[config.mk]
export PLATFORM = sky130hd
export DESIGN_NAME = json_byte_tokenizer_core_flat
export DESIGN_NICKNAME = d
export VERILOG_FILES = /design/src/rtl/json_tok_pkg.sv /design/src/rtl/json_tok_in_if.sv /design/src/rtl/json_tok_out_if.sv /design/src/rtl/json_byte_tokenizer_core.sv /design/src/rtl/json_tok_lexer.sv /design/src/rtl/json_tok_run_buf.sv /design/src/flat_wrapper.sv
export SDC_FILE = /design/constraint.sdc
export NUM_CORES = 1
export LEC_CHECK = 0
export ABC_AREA = 1
export BUFFER_PORTS_ARGS = -buffer_cell sky130_fd_sc_hd__buf_2
export CAP_MARGIN = 5
export CORE_AREA = 2 2 100 102
export DETAILED_ROUTE_END_ITERATION = 10
export DIE_AREA = 0 0 102 104
export HOLD_SLACK_MARGIN = 0.03
export PLACE_DENSITY = 0.71
export REMOVE_ABC_BUFFERS = 1
export SYNTH_ARGS = -nofsm -noshare
export SYNTH_HDL_FRONTEND = slang
export SYNTH_SLANG_ARGS = --single-unit
[constraint.sdc]
create_clock -name clk -period 7.27 [get_ports clk]
set_input_delay 1.454 -clock clk [delete_from_list [all_inputs] [get_ports clk]]
set_output_delay 1.454 -clock clk [all_outputs]
set_load 0.02 [all_outputs]
[src/rtl/json_tok_pkg.sv]
// ----------------------------------------------------------------------------
// json_tok_pkg
// Shared types, codes and small tables for the JSON byte tokenizer.
// ----------------------------------------------------------------------------
package json_tok_pkg;

    // Event codes carried on the event channel.
    typedef enum logic [3:0] {
        EV_END      = 4'd0,
        EV_ERROR    = 4'd1,
        EV_LBRACE   = 4'd2,
        EV_RBRACE   = 4'd3,
        EV_LBRACKET = 4'd4,
        EV_RBRACKET = 4'd5,
        EV_COLON    = 4'd6,
        EV_COMMA    = 4'd7,
        EV_STRBYTE  = 4'd8,
        EV_STREND   = 4'd9,
        EV_NUMBYTE  = 4'd10,
        EV_NUMEND   = 4'd11,
        EV_TRUE     = 4'd12,
        EV_FALSE    = 4'd13,
        EV_NULL     = 4'd14
    } ev_kind_t;

    // Lexer modes.
    typedef enum logic [4:0] {
        MODE_IDLE   = 5'd0,
        MODE_STR    = 5'd1,
        MODE_ESC    = 5'd2,
        MODE_HEX    = 5'd3,
        MODE_LIT    = 5'd4,
        MODE_NSIGN  = 5'd5,
        MODE_NINT   = 5'd6,
        MODE_NFRAC0 = 5'd7,
        MODE_NFRAC  = 5'd8,
        MODE_NEXP0  = 5'd9,
        MODE_NEXPS  = 5'd10,
        MODE_NEXP   = 5'd11,
        MODE_ERR    = 5'd12
    } lexer_mode_t;

    // Literal selector codes.
    localparam logic [1:0] LIT_TRUE  = 2'd0;
    localparam logic [1:0] LIT_FALSE = 2'd1;
    localparam logic [1:0] LIT_NULL  = 2'd2;

    localparam int unsigned MAX_EVENTS = 3;

    localparam logic [7:0]  CTRL_LIMIT  = 8'h20;
    localparam logic [15:0] UTF8_MAX1   = 16'h007F;
    localparam logic [15:0] UTF8_MAX2   = 16'h07FF;
    localparam logic [7:0]  UTF8_LEAD2  = 8'hC0;
    localparam logic [7:0]  UTF8_LEAD3  = 8'hE0;
    localparam logic [7:0]  UTF8_CONT   = 8'h80;
    localparam logic [5:0]  UTF8_MASK   = 6'h3F;

    // One token event.
    typedef struct packed {
        ev_kind_t   kind;
        logic [7:0] ev_byte;
    } event_t;

    // The run of events that one input byte causes.
    typedef struct packed {
        logic [1:0]                    count;
        event_t [MAX_EVENTS-1:0]       ev;
    } run_t;

    // Number of tail characters of a literal after its first letter.
    function automatic logic [2:0] lit_len(input logic [1:0] sel);
        return (sel == LIT_FALSE) ? 3'd4 : 3'd3;
    endfunction

    // Tail characters: "rue", "alse", "ull".
    function automatic logic [7:0] lit_char(input logic [1:0] sel, input logic [2:0] pos);
        logic [7:0] c;
        c = 8'h00;
        case (sel)
            LIT_TRUE:
            begin
                case (pos)
                    3'd0:    c = "r";
                    3'd1:    c = "u";
                    3'd2:    c = "e";
                    default: c = 8'h00;
                endcase
            end
            LIT_FALSE:
            begin
                case (pos)
                    3'd0:    c = "a";
                    3'd1:    c = "l";
                    3'd2:    c = "s";
                    3'd3:    c = "e";
                    default: c = 8'h00;
                endcase
            end
            default:
            begin
                case (pos)
                    3'd0:    c = "u";
                    3'd1:    c = "l";
                    3'd2:    c = "l";
                    default: c = 8'h00;
                endcase
            end
        endcase
        return c;
    endfunction

endpackage

[src/rtl/json_tok_in_if.sv]
// ----------------------------------------------------------------------------
// json_tok_in_if
// Byte channel into the tokenizer: valid, ready and one text byte.
// ----------------------------------------------------------------------------
interface json_tok_in_if;
    logic       valid;
    logic       ready;
    logic [7:0] in_byte;

    modport source (output valid, output in_byte, input ready);
    modport sink   (input valid, input in_byte, output ready);
endinterface

[src/rtl/json_tok_out_if.sv]
// ----------------------------------------------------------------------------
// json_tok_out_if
// Event channel out of the tokenizer: valid, ready and one token event.
// ----------------------------------------------------------------------------
interface json_tok_out_if;
    logic       valid;
    logic       ready;
    logic [3:0] event_kind;
    logic [7:0] event_byte;
    logic       last_of_run;

    modport source (output valid, output event_kind, output event_byte,
                    output last_of_run, input ready);
    modport sink   (input valid, input event_kind, input event_byte,
                    input last_of_run, output ready);
endinterface

[src/rtl/json_byte_tokenizer_core.sv]
// ----------------------------------------------------------------------------
// json_byte_tokenizer_core
// Streaming JSON lexer: one text byte in, a short run of token events out.
// ----------------------------------------------------------------------------
// The text channel takes one byte per beat; byte zero ends a document and
// always yields an end event, after which the lexer is ready for the next one.
// The event channel gives one token event per beat. Every byte yields zero to
// three events, and last_of_run marks the final event of each byte's run.
// An accepted byte waits in the input register, is lexed on its way into the
// result register, and its first event is shown from the result register. A
// byte that gives no event leaves nothing on the event channel, only a lexer
// state update. Throughput is one byte per cycle while each byte gives at
// most one event and the receiver is ready; a byte that gives n events holds
// the result register until all n are taken, so the rate is set by the single
// result register and its one event per cycle.
// When the receiver stalls, the current event holds, an empty input register
// still takes one more byte, and then the text channel drops ready until the
// run has drained. Reset clears both registers' valid state and puts the lexer
// back between tokens with the escape and literal counters at zero.
// ----------------------------------------------------------------------------
module json_byte_tokenizer_core
    import json_tok_pkg::*;
(
    input  logic           clk,
    input  logic           rst_n,
    json_tok_in_if.sink    text,
    json_tok_out_if.source tokens
);

    logic       in_valid_reg;
    logic [7:0] in_byte_reg;
    logic       free;
    logic       step;
    logic       in_fire;
    run_t       run;

    // A byte moves into the lexer when the result register can take its run.
    assign step       = in_valid_reg && free;
    assign text.ready = !in_valid_reg || step;
    assign in_fire    = text.valid && text.ready;

    always_ff @(posedge clk or negedge rst_n)
    begin
        if (!rst_n)
            in_valid_reg <= 1'b0;
        else if (in_fire)
            in_valid_reg <= 1'b1;
        else if (step)
            in_valid_reg <= 1'b0;
    end

    always_ff @(posedge clk)
    begin
        if (in_fire)
            in_byte_reg <= text.in_byte;
    end

    json_tok_lexer u_lexer (
        .clk     (clk),
        .rst_n   (rst_n),
        .step    (step),
        .in_byte (in_byte_reg),
        .run     (run)
    );

    json_tok_run_buf u_run_buf (
        .clk    (clk),
        .rst_n  (rst_n),
        .load   (step),
        .run    (run),
        .free   (free),
        .events (tokens)
    );

endmodule

[src/rtl/json_tok_lexer.sv]
// ----------------------------------------------------------------------------
// json_tok_lexer
// Lexer state registers and the one-byte step that yields a run of events.
// ----------------------------------------------------------------------------
module json_tok_lexer
    import json_tok_pkg::*;
(
    input  logic       clk,
    input  logic       rst_n,
    input  logic       step,
    input  logic [7:0] in_byte,
    output run_t       run
);

    typedef struct packed {
        logic        emit;
        ev_kind_t    kind;
        logic [7:0]  ev_byte;
        lexer_mode_t mode;
        logic        set_lit;
        logic [1:0]  sel;
    } idle_res_t;

    lexer_mode_t mode_reg, mode_next;
    logic [15:0] hex_acc_reg, hex_acc_next;
    logic [2:0]  hex_cnt_reg, hex_cnt_next;
    logic [1:0]  lit_sel_reg, lit_sel_next;
    logic [2:0]  lit_pos_reg, lit_pos_next;

    logic        do_fail;
    logic        do_idle;
    logic        do_numend;
    logic [4:0]  hex_val;
    logic [2:0]  pos_inc;
    idle_res_t   ir;

    function automatic run_t push(input run_t r, input ev_kind_t k, input logic [7:0] b);
        run_t q;
        q = r;
        if (r.count != 2'd3)
        begin
            q.ev[r.count] = '{kind: k, ev_byte: b};
            q.count       = r.count + 2'd1;
        end
        return q;
    endfunction

    // Bit 4 flags a byte that is not a hex digit.
    function automatic logic [4:0] hex_value(input logic [7:0] b);
        logic [4:0] v;
        v = 5'h10;
        case (b) inside
            ["0":"9"]: v = {1'b0, 4'(b - 8'h30)};
            ["a":"f"]: v = {1'b0, 4'(b - 8'h57)};
            ["A":"F"]: v = {1'b0, 4'(b - 8'h37)};
            default:   v = 5'h10;
        endcase
        return v;
    endfunction

    function automatic idle_res_t idle_step(input logic [7:0] b);
        idle_res_t r;
        r = '{emit: 1'b0, kind: EV_END, ev_byte: 8'h00, mode: MODE_IDLE,
              set_lit: 1'b0, sel: LIT_TRUE};
        if (b == 8'h00)
        begin
            r.emit = 1'b1;
        end
        else if (b > CTRL_LIMIT)
        begin
            case (b) inside
                "{":       begin r.emit = 1'b1; r.kind = EV_LBRACE;   end
                "}":       begin r.emit = 1'b1; r.kind = EV_RBRACE;   end
                "[":       begin r.emit = 1'b1; r.kind = EV_LBRACKET; end
                "]":       begin r.emit = 1'b1; r.kind = EV_RBRACKET; end
                ":":       begin r.emit = 1'b1; r.kind = EV_COLON;    end
                ",":       begin r.emit = 1'b1; r.kind = EV_COMMA;    end
                "\"":      r.mode = MODE_STR;
                "t":       begin r.set_lit = 1'b1; r.sel = LIT_TRUE;  r.mode = MODE_LIT; end
                "f":       begin r.set_lit = 1'b1; r.sel = LIT_FALSE; r.mode = MODE_LIT; end
                "n":       begin r.set_lit = 1'b1; r.sel = LIT_NULL;  r.mode = MODE_LIT; end
                "-":
                begin
                    r.emit = 1'b1; r.kind = EV_NUMBYTE; r.ev_byte = b; r.mode = MODE_NSIGN;
                end
                ["0":"9"]:
                begin
                    r.emit = 1'b1; r.kind = EV_NUMBYTE; r.ev_byte = b; r.mode = MODE_NINT;
                end
                default:
                begin
                    r.emit = 1'b1; r.kind = EV_ERROR; r.mode = MODE_ERR;
                end
            endcase
        end
        return r;
    endfunction

    always_comb
    begin
        run          = '0;
        mode_next    = mode_reg;
        hex_acc_next = hex_acc_reg;
        hex_cnt_next = hex_cnt_reg;
        lit_sel_next = lit_sel_reg;
        lit_pos_next = lit_pos_reg;
        do_fail      = 1'b0;
        do_idle      = 1'b0;
        do_numend    = 1'b0;
        hex_val      = hex_value(in_byte);
        pos_inc      = lit_pos_reg + 3'd1;
        ir           = idle_step(in_byte);

        case (mode_reg)
            MODE_STR:
            begin
                if (in_byte == "\"")
                begin
                    run       = push(run, EV_STREND, 8'h00);
                    mode_next = MODE_IDLE;
                end
                else if (in_byte < CTRL_LIMIT)
                    do_fail = 1'b1;
                else if (in_byte == "\\")
                    mode_next = MODE_ESC;
                else
                    run = push(run, EV_STRBYTE, in_byte);
            end
            MODE_ESC:
            begin
                mode_next = MODE_STR;
                case (in_byte)
                    "\"", "\\", "/": run = push(run, EV_STRBYTE, in_byte);
                    "b":             run = push(run, EV_STRBYTE, 8'h08);
                    "f":             run = push(run, EV_STRBYTE, 8'h0C);
                    "n":             run = push(run, EV_STRBYTE, 8'h0A);
                    "r":             run = push(run, EV_STRBYTE, 8'h0D);
                    "t":             run = push(run, EV_STRBYTE, 8'h09);
                    "u":
                    begin
                        hex_acc_next = 16'h0000;
                        hex_cnt_next = 3'd0;
                        mode_next    = MODE_HEX;
                    end
                    default:         do_fail = 1'b1;
                endcase
            end
            MODE_HEX:
            begin
                if (hex_val[4])
                    do_fail = 1'b1;
                else
                begin
                    hex_acc_next = {hex_acc_reg[11:0], hex_val[3:0]};
                    hex_cnt_next = hex_cnt_reg + 3'd1;
                    if (hex_cnt_next >= 3'd4)
                    begin
                        hex_cnt_next = 3'd0;
                        mode_next    = MODE_STR;
                        if (hex_acc_next <= UTF8_MAX1)
                            run = push(run, EV_STRBYTE, hex_acc_next[7:0]);
                        else if (hex_acc_next <= UTF8_MAX2)
                        begin
                            run = push(run, EV_STRBYTE,
                                       UTF8_LEAD2 | {3'b000, hex_acc_next[10:6]});
                            run = push(run, EV_STRBYTE,
                                       UTF8_CONT | {2'b00, hex_acc_next[5:0] & UTF8_MASK});
                        end
                        else
                        begin
                            run = push(run, EV_STRBYTE,
                                       UTF8_LEAD3 | {4'h0, hex_acc_next[15:12]});
                            run = push(run, EV_STRBYTE,
                                       UTF8_CONT | {2'b00, hex_acc_next[11:6]});
                            run = push(run, EV_STRBYTE,
                                       UTF8_CONT | {2'b00, hex_acc_next[5:0] & UTF8_MASK});
                        end
                    end
                end
            end
            MODE_LIT:
            begin
                if (lit_pos_reg >= lit_len(lit_sel_reg) ||
                    in_byte != lit_char(lit_sel_reg, lit_pos_reg))
                    do_fail = 1'b1;
                else
                begin
                    lit_pos_next = pos_inc;
                    if (pos_inc >= lit_len(lit_sel_reg))
                    begin
                        mode_next = MODE_IDLE;
                        case (lit_sel_reg)
                            LIT_TRUE:  run = push(run, EV_TRUE, 8'h00);
                            LIT_FALSE: run = push(run, EV_FALSE, 8'h00);
                            default:   run = push(run, EV_NULL, 8'h00);
                        endcase
                    end
                end
            end
            MODE_NSIGN, MODE_NFRAC0, MODE_NEXPS:
            begin
                case (in_byte) inside
                    ["0":"9"]:
                    begin
                        run       = push(run, EV_NUMBYTE, in_byte);
                        mode_next = (mode_reg == MODE_NFRAC0) ? MODE_NFRAC :
                                    (mode_reg == MODE_NEXPS)  ? MODE_NEXP  : MODE_NINT;
                    end
                    default: do_fail = 1'b1;
                endcase
            end
            MODE_NINT, MODE_NFRAC, MODE_NEXP:
            begin
                case (in_byte) inside
                    ["0":"9"]: run = push(run, EV_NUMBYTE, in_byte);
                    ".":
                    begin
                        if (mode_reg == MODE_NINT)
                        begin
                            run       = push(run, EV_NUMBYTE, in_byte);
                            mode_next = MODE_NFRAC0;
                        end
                        else
                        begin
                            do_numend = 1'b1;
                            do_idle   = 1'b1;
                        end
                    end
                    "e", "E":
                    begin
                        if (mode_reg != MODE_NEXP)
                        begin
                            run       = push(run, EV_NUMBYTE, in_byte);
                            mode_next = MODE_NEXP0;
                        end
                        else
                        begin
                            do_numend = 1'b1;
                            do_idle   = 1'b1;
                        end
                    end
                    default:
                    begin
                        do_numend = 1'b1;
                        do_idle   = 1'b1;
                    end
                endcase
            end
            MODE_NEXP0:
            begin
                case (in_byte) inside
                    "+", "-":
                    begin
                        run       = push(run, EV_NUMBYTE, in_byte);
                        mode_next = MODE_NEXPS;
                    end
                    ["0":"9"]:
                    begin
                        run       = push(run, EV_NUMBYTE, in_byte);
                        mode_next = MODE_NEXP;
                    end
                    default: do_fail = 1'b1;
                endcase
            end
            MODE_ERR:
            begin
                if (in_byte == 8'h00)
                begin
                    run       = push(run, EV_END, 8'h00);
                    mode_next = MODE_IDLE;
                end
            end
            default:
                do_idle = 1'b1;
        endcase

        // A number that ends hands its terminating byte to the idle handling.
        if (do_idle)
        begin
            if (do_numend)
                run = push(run, EV_NUMEND, 8'h00);
            mode_next = ir.mode;
            if (ir.set_lit)
            begin
                lit_sel_next = ir.sel;
                lit_pos_next = 3'd0;
            end
            if (ir.emit)
                run = push(run, ir.kind, ir.ev_byte);
        end

        if (do_fail)
        begin
            run = push(run, EV_ERROR, 8'h00);
            if (in_byte == 8'h00)
            begin
                run       = push(run, EV_END, 8'h00);
                mode_next = MODE_IDLE;
            end
            else
                mode_next = MODE_ERR;
        end
    end

    always_ff @(posedge clk or negedge rst_n)
    begin
        if (!rst_n)
        begin
            mode_reg    <= MODE_IDLE;
            hex_acc_reg <= 16'h0000;
            hex_cnt_reg <= 3'd0;
            lit_sel_reg <= 2'd0;
            lit_pos_reg <= 3'd0;
        end
        else if (step)
        begin
            mode_reg    <= mode_next;
            hex_acc_reg <= hex_acc_next;
            hex_cnt_reg <= hex_cnt_next;
            lit_sel_reg <= lit_sel_next;
            lit_pos_reg <= lit_pos_next;
        end
    end

endmodule

[src/rtl/json_tok_run_buf.sv]
// ----------------------------------------------------------------------------
// json_tok_run_buf
// Result register: holds one run of events and hands them out one per beat.
// ----------------------------------------------------------------------------
module json_tok_run_buf
    import json_tok_pkg::*;
(
    input  logic                  clk,
    input  logic                  rst_n,
    input  logic                  load,
    input  run_t                  run,
    output logic                  free,
    json_tok_out_if.source        events
);

    event_t [MAX_EVENTS-1:0] ev_reg;
    logic [1:0]              count_reg;
    logic [1:0]              idx_reg;
    logic                    fire;
    logic                    last;
    event_t                  cur;

    assign cur                = ev_reg[idx_reg];
    assign last               = (idx_reg == count_reg - 2'd1);
    assign fire               = events.valid && events.ready;
    assign free               = (count_reg == 2'd0) || (fire && last);

    assign events.valid       = (count_reg != 2'd0);
    assign events.event_kind  = cur.kind;
    assign events.event_byte  = cur.ev_byte;
    assign events.last_of_run = last;

    always_ff @(posedge clk or negedge rst_n)
    begin
        if (!rst_n)
        begin
            count_reg <= 2'd0;
            idx_reg   <= 2'd0;
        end
        else if (load)
        begin
            count_reg <= run.count;
            idx_reg   <= 2'd0;
        end
        else if (fire && last)
            count_reg <= 2'd0;
        else if (fire)
            idx_reg <= idx_reg + 2'd1;
    end

    always_ff @(posedge clk)
    begin
        if (load)
            ev_reg <= run.ev;
    end

endmodule

[src/flat_wrapper.sv]
// flat-port wrapper written by rule: the top's interface ports become plain ports
module json_byte_tokenizer_core_flat import json_tok_pkg::*;
  (clk, rst_n, text_valid, text_in_byte, text_ready, tokens_valid, tokens_event_kind, tokens_event_byte, tokens_last_of_run, tokens_ready);
  json_tok_in_if text_i ();
  json_tok_out_if tokens_i ();
  input  logic clk;
  input  logic rst_n;
  input wire logic [$bits(text_i.valid)-1:0] text_valid;
  input wire logic [$bits(text_i.in_byte)-1:0] text_in_byte;
  output wire logic [$bits(text_i.ready)-1:0] text_ready;
  output wire logic [$bits(tokens_i.valid)-1:0] tokens_valid;
  output wire logic [$bits(tokens_i.event_kind)-1:0] tokens_event_kind;
  output wire logic [$bits(tokens_i.event_byte)-1:0] tokens_event_byte;
  output wire logic [$bits(tokens_i.last_of_run)-1:0] tokens_last_of_run;
  input wire logic [$bits(tokens_i.ready)-1:0] tokens_ready;
  assign text_i.valid = text_valid;
  assign text_i.in_byte = text_in_byte;
  assign text_ready = text_i.ready;
  assign tokens_valid = tokens_i.valid;
  assign tokens_event_kind = tokens_i.event_kind;
  assign tokens_event_byte = tokens_i.event_byte;
  assign tokens_last_of_run = tokens_i.last_of_run;
  assign tokens_i.ready = tokens_ready;
  json_byte_tokenizer_core u_core (.clk(clk), .rst_n(rst_n), .text(text_i), .tokens(tokens_i));
endmodule
==> reports/metrics.sh <==
OUTCOME='complete, no violations'
YS_ASYNC_SR_FRACTION_PCT=39.7
FLOORPLAN.ROWS=36
VDD_IR_DROP_MAX_V=0.000169
CRITICAL_PATH_PEAK_FANOUT=26
REG2REG_DEPTH=15
GRT_REMAINING_OVERFLOW=0
END_KIND='output port'
GRT_USAGE_PCT=28.7
FIRST_GLOBAL_VIAS=4545
CRIT-REG2REG-CAPTURE='u_core.u_run_buf.ev_reg[8]'
SETUP_TOTAL_NEGATIVE_SLACK_PS=0
FIN_NETS=744
CLOCK_SINKS=73
YOSYS_MOST_USED_DFF='sky130_fd_sc_hd__edfxtp_1'
NUMBER_OF_INSERTED_DIODES=0
ARR_TIME_CRIT_PATH_PS=2540
SYNTHESIS.AREA_UM2=5080
FINALWIRELENGTH_MM=14.8
PRE_CTS_SLACK_PS=3550
PORTBUFFERS=26
TOTAL_POWER_DENSITY_PER_CELL_AREA_nW_PER_UM2=377
VIAS=4885
WORSTSETUPSTARTPOINTTYPE='flip-flop'
CLOCK_TREE_FROM_TRITONCTS='yes'
PLACE.GP.CONGESTION=1.01
WORSTHOLDPATHTYPE='reg2reg'
HOLD-PATH-ENDPOINT='u_core.u_lexer.hex_cnt_reg[2]'
SYNTHESIS.INSTANCES=685
YOSYSSEQAREASHARE_PCT=40.3
YOSYSWARNINGCOUNT=0
DRC=0
UNREPAIRED_SETUP_ENDPOINTS_AFTER_GLOBAL_ROUTING='false'
LARGEST_NET_DEGREE_AT_THE_START_OF_GLOBAL_ROUTING=43
HOLD_VIOLATIONS=0
CTS_BUFFER_DEPTH=2
LARGEST_REG_FLOPS=36
ACHIEVABLE_CLOCK_FREQUENCY_MHz=250
HOLDPATHSTAGES=2
CTS_HOLD_BUF=0
DRIVE_ABOVE_1_SHARE_PCT=13.2
CHIPWIDTH_UM=102
CRIT-REG2REG-LAUNCH='u_core.in_byte_reg[1]'
AVGROUTEDWIREPERCELL_UM=17.4
HOLDCRITSTARTPOINT='u_core.u_lexer.hex_cnt_reg[2]'
NUMBER_OF_DRC_MARKERS_IN_ITERATION_0=306
CORE_UM2=9550
SYNTH-SEQ-CELLS=73
ANTENNA_FOUND_INITIAL=0
DRTPASS1ITERATIONS=5
PER_CELL_VIA_COUNT_IN_THE_ROUTED_DESIGN=5.74
TIGHTESTPINTRANSITION_PS=741
IO_PINS=27
FINALCRITICALPERIOD_PS=4000
POSTROUTEANTENNANETS=0
TRITONCTS.NUM_BUFFERS=9
FILLER_CELL_COUNT=930
LEAKAGE_nW=2.59
POST_SYNTH_NUM_CELL_TYPES=43
FINAL.SETUP.WORST_SLACK_PS=3270
FINAL_MIN_PERIOD_OVER_CLOCK_PERIOD_PCT=55.0
RELSLEWSLACK_PCT=50.6
OVERALL_DIE_AREA_UM2=10600
DIE_H_UM=104
CTS.ROOT.BUFFER_CELL='sky130_fd_sc_hd__clkbuf_8'
CRITPATHKIND='reg2out'
MAXCAPVIOLCOUNT=0
CLOCK-SKEW-FINAL_PS=14.9
POST_CTS_RESIZED=0
POST_CTS_SETUP_REPAIR_BUFS=0
CLKLATENCYLATEPIN_PS=360
SYNTH_ENABLE_FLOP_CELLS=44
FIRST_PASS_GRT_WIRE_LENGTH_MM=23.5
CTS-HTREE-LEVELS=3
CRITICAL_PATH_REQUIRED_PS=5820
STARTING_DENSITY_PCT=53.2
FINALMAXSLEWVIOLATIONS=0
TIMING.FINAL.SETUP_VIOLATIONS=0
DETAILED_PLACE_HPWL_MM=11.5
AREA_GROWTH_PCT=9.32
SYNTHESIS.AREA_PER_INSTANCE_UM2=7.41
CTS.CLK_SLEW.WORST_PATHS_PS=90
REGTOREGSETUPSLACK_PS=3770
[cell type report]
type	instances	area (um2)	share of cell area, %
Clock buffer	11	153	2.75
Multi-Input combinational cell	504	2620	47.1
Clock inverter	5	62.6	1.13
Inverter	98	368	6.63
Tap cell	133	166	3.00
Sequential cell	73	2050	36.9
Timing Repair Buffer	27	138	2.48
[cell usage after synthesis, types with 3 or more instances]
master,n,share of area [%]
sky130_fd_sc_hd__nand3_2,4,0.79
sky130_fd_sc_hd__nor2_4,5,1.1
sky130_fd_sc_hd__ha_1,19,4.7
sky130_fd_sc_hd__edfxtp_1,44,26
sky130_fd_sc_hd__inv_2,22,1.6
sky130_fd_sc_hd__inv_1,75,5.5
sky130_fd_sc_hd__o211ai_1,5,0.74
sky130_fd_sc_hd__o22ai_1,16,2.0
sky130_fd_sc_hd__nor2_2,10,1.2
sky130_fd_sc_hd__nand4_1,7,0.86
sky130_fd_sc_hd__xor2_1,3,0.52
sky130_fd_sc_hd__nand2_2,5,0.62
sky130_fd_sc_hd__nand3_1,61,6.0
sky130_fd_sc_hd__o21ai_1,11,1.1
sky130_fd_sc_hd__o2111ai_1,6,1.0
sky130_fd_sc_hd__buf_2,4,0.39
sky130_fd_sc_hd__nand2_1,148,11
sky130_fd_sc_hd__nor4_1,4,0.49
sky130_fd_sc_hd__o21ai_0,61,6.0
sky130_fd_sc_hd__clkbuf_1,9,0.67
sky130_fd_sc_hd__nor3_1,6,0.59
sky130_fd_sc_hd__dfrtp_1,29,14
sky130_fd_sc_hd__a21oi_1,26,2.6
sky130_fd_sc_hd__nor2_1,78,5.8
[worst max-delay path by stage]
| stage | start | endpoint | slack, ps | cells past startpoint |
|---|---|---|---|---|
| 2_1_floorplan | tokens_ready | u_core.u_lexer.hex_acc_reg[10] | 3790 | 10 |
| 3_3_place_gp | tokens_ready | text_ready | 3570 | 8 |
| 3_5_place_dp | tokens_ready | text_ready | 3550 | 8 |
| 4_1_cts | u_core.u_run_buf.idx_reg[0] | text_ready | 3270 | 8 |
| 5_1_grt | u_core.u_run_buf.idx_reg[0] | text_ready | 3050 | 8 |
| 6_report | u_core.u_run_buf.idx_reg[0] | text_ready | 3270 | 8 |
[per-stage QoR]
stage	hold WS, ps	util, %	instance area, um2	std cells	total power, mW
6_report	500	58.1	5550	851	2.09
4_1_cts	507	58.1	5550	851	2.09
2_1_floorplan	457	-	5030	675	1.43
3_3_place_gp	471	55.9	5330	835	1.73
3_5_place_dp	487	55.9	5330	835	1.74
5_1_grt	538	58.1	5550	851	2.25
[power breakdown]
part / internal [mW] / leakage (nW) / total [mW] / switching, mW
clock: 0.182 / 0.109 / 0.348 / 0.166
combinational: 0.307 / 1.71 / 1.04 / 0.732
sequential: 0.617 / 0.767 / 0.708 / 0.0908
[logic make-up (layout without fill, tap and decap cells)]
kind of cell               Yosys count  count (layout)  share of synthesized area, %
AOI/OAI and AO/OA                  136             136                          15.0
xor gates and xnor gates             5               5                         0.863
adders and majority gates           19              19                          4.68
buffers and inverters              112             141                          8.45
DFF                                 73              73                          40.3
other                                1               5                        0.0739
and+or+nand+nor                    339             339                          30.6
[metal layers]
metal,vias up,global-route usage (%),wire [um]
li1,2354,-,-
met1,2299,40.8,6520
met2,202,44.7,7080
met3,30,4.44,852
met4,0,9.33,340
met5,-,0,0
[worst max-delay path, stage by stage, from the launching register on]
cell,delay [ps]
sky130_fd_sc_hd__dfrtp_1,590
sky130_fd_sc_hd__clkinv_1,620
sky130_fd_sc_hd__nand2_1,250
sky130_fd_sc_hd__a21oi_2,90
sky130_fd_sc_hd__nand2_1,100
sky130_fd_sc_hd__nand2_1,70
sky130_fd_sc_hd__inv_1,140
sky130_fd_sc_hd__nand2_1,130
sky130_fd_sc_hd__buf_2,180
[placed cells by master (no fill, tap or decap), types with 4 or more instances in the layout]
| master | n |
|---|---|
| sky130_fd_sc_hd__buf_2 | 26 |
| sky130_fd_sc_hd__inv_2 | 22 |
| sky130_fd_sc_hd__nand2_2 | 5 |
| sky130_fd_sc_hd__conb_1 | 5 |
| sky130_fd_sc_hd__nand2_1 | 148 |
| sky130_fd_sc_hd__nor3_1 | 6 |
| sky130_fd_sc_hd__nand4_1 | 7 |
| sky130_fd_sc_hd__nor2_2 | 10 |
| sky130_fd_sc_hd__nor2_1 | 78 |
| sky130_fd_sc_hd__o22ai_1 | 16 |
| sky130_fd_sc_hd__clkbuf_8 | 9 |
| sky130_fd_sc_hd__dfrtp_1 | 29 |
| sky130_fd_sc_hd__nand3_1 | 61 |
| sky130_fd_sc_hd__nor2_4 | 5 |
| sky130_fd_sc_hd__o211ai_1 | 5 |
| sky130_fd_sc_hd__a21oi_1 | 26 |
| sky130_fd_sc_hd__ha_1 | 19 |
| sky130_fd_sc_hd__nor4_1 | 4 |
| sky130_fd_sc_hd__o21ai_1 | 11 |
| sky130_fd_sc_hd__o21ai_0 | 61 |
| sky130_fd_sc_hd__o2111ai_1 | 6 |
| sky130_fd_sc_hd__nand3_2 | 4 |
| sky130_fd_sc_hd__inv_1 | 75 |
| sky130_fd_sc_hd__edfxtp_1 | 44 |
(Power assumes the default switching activity.)
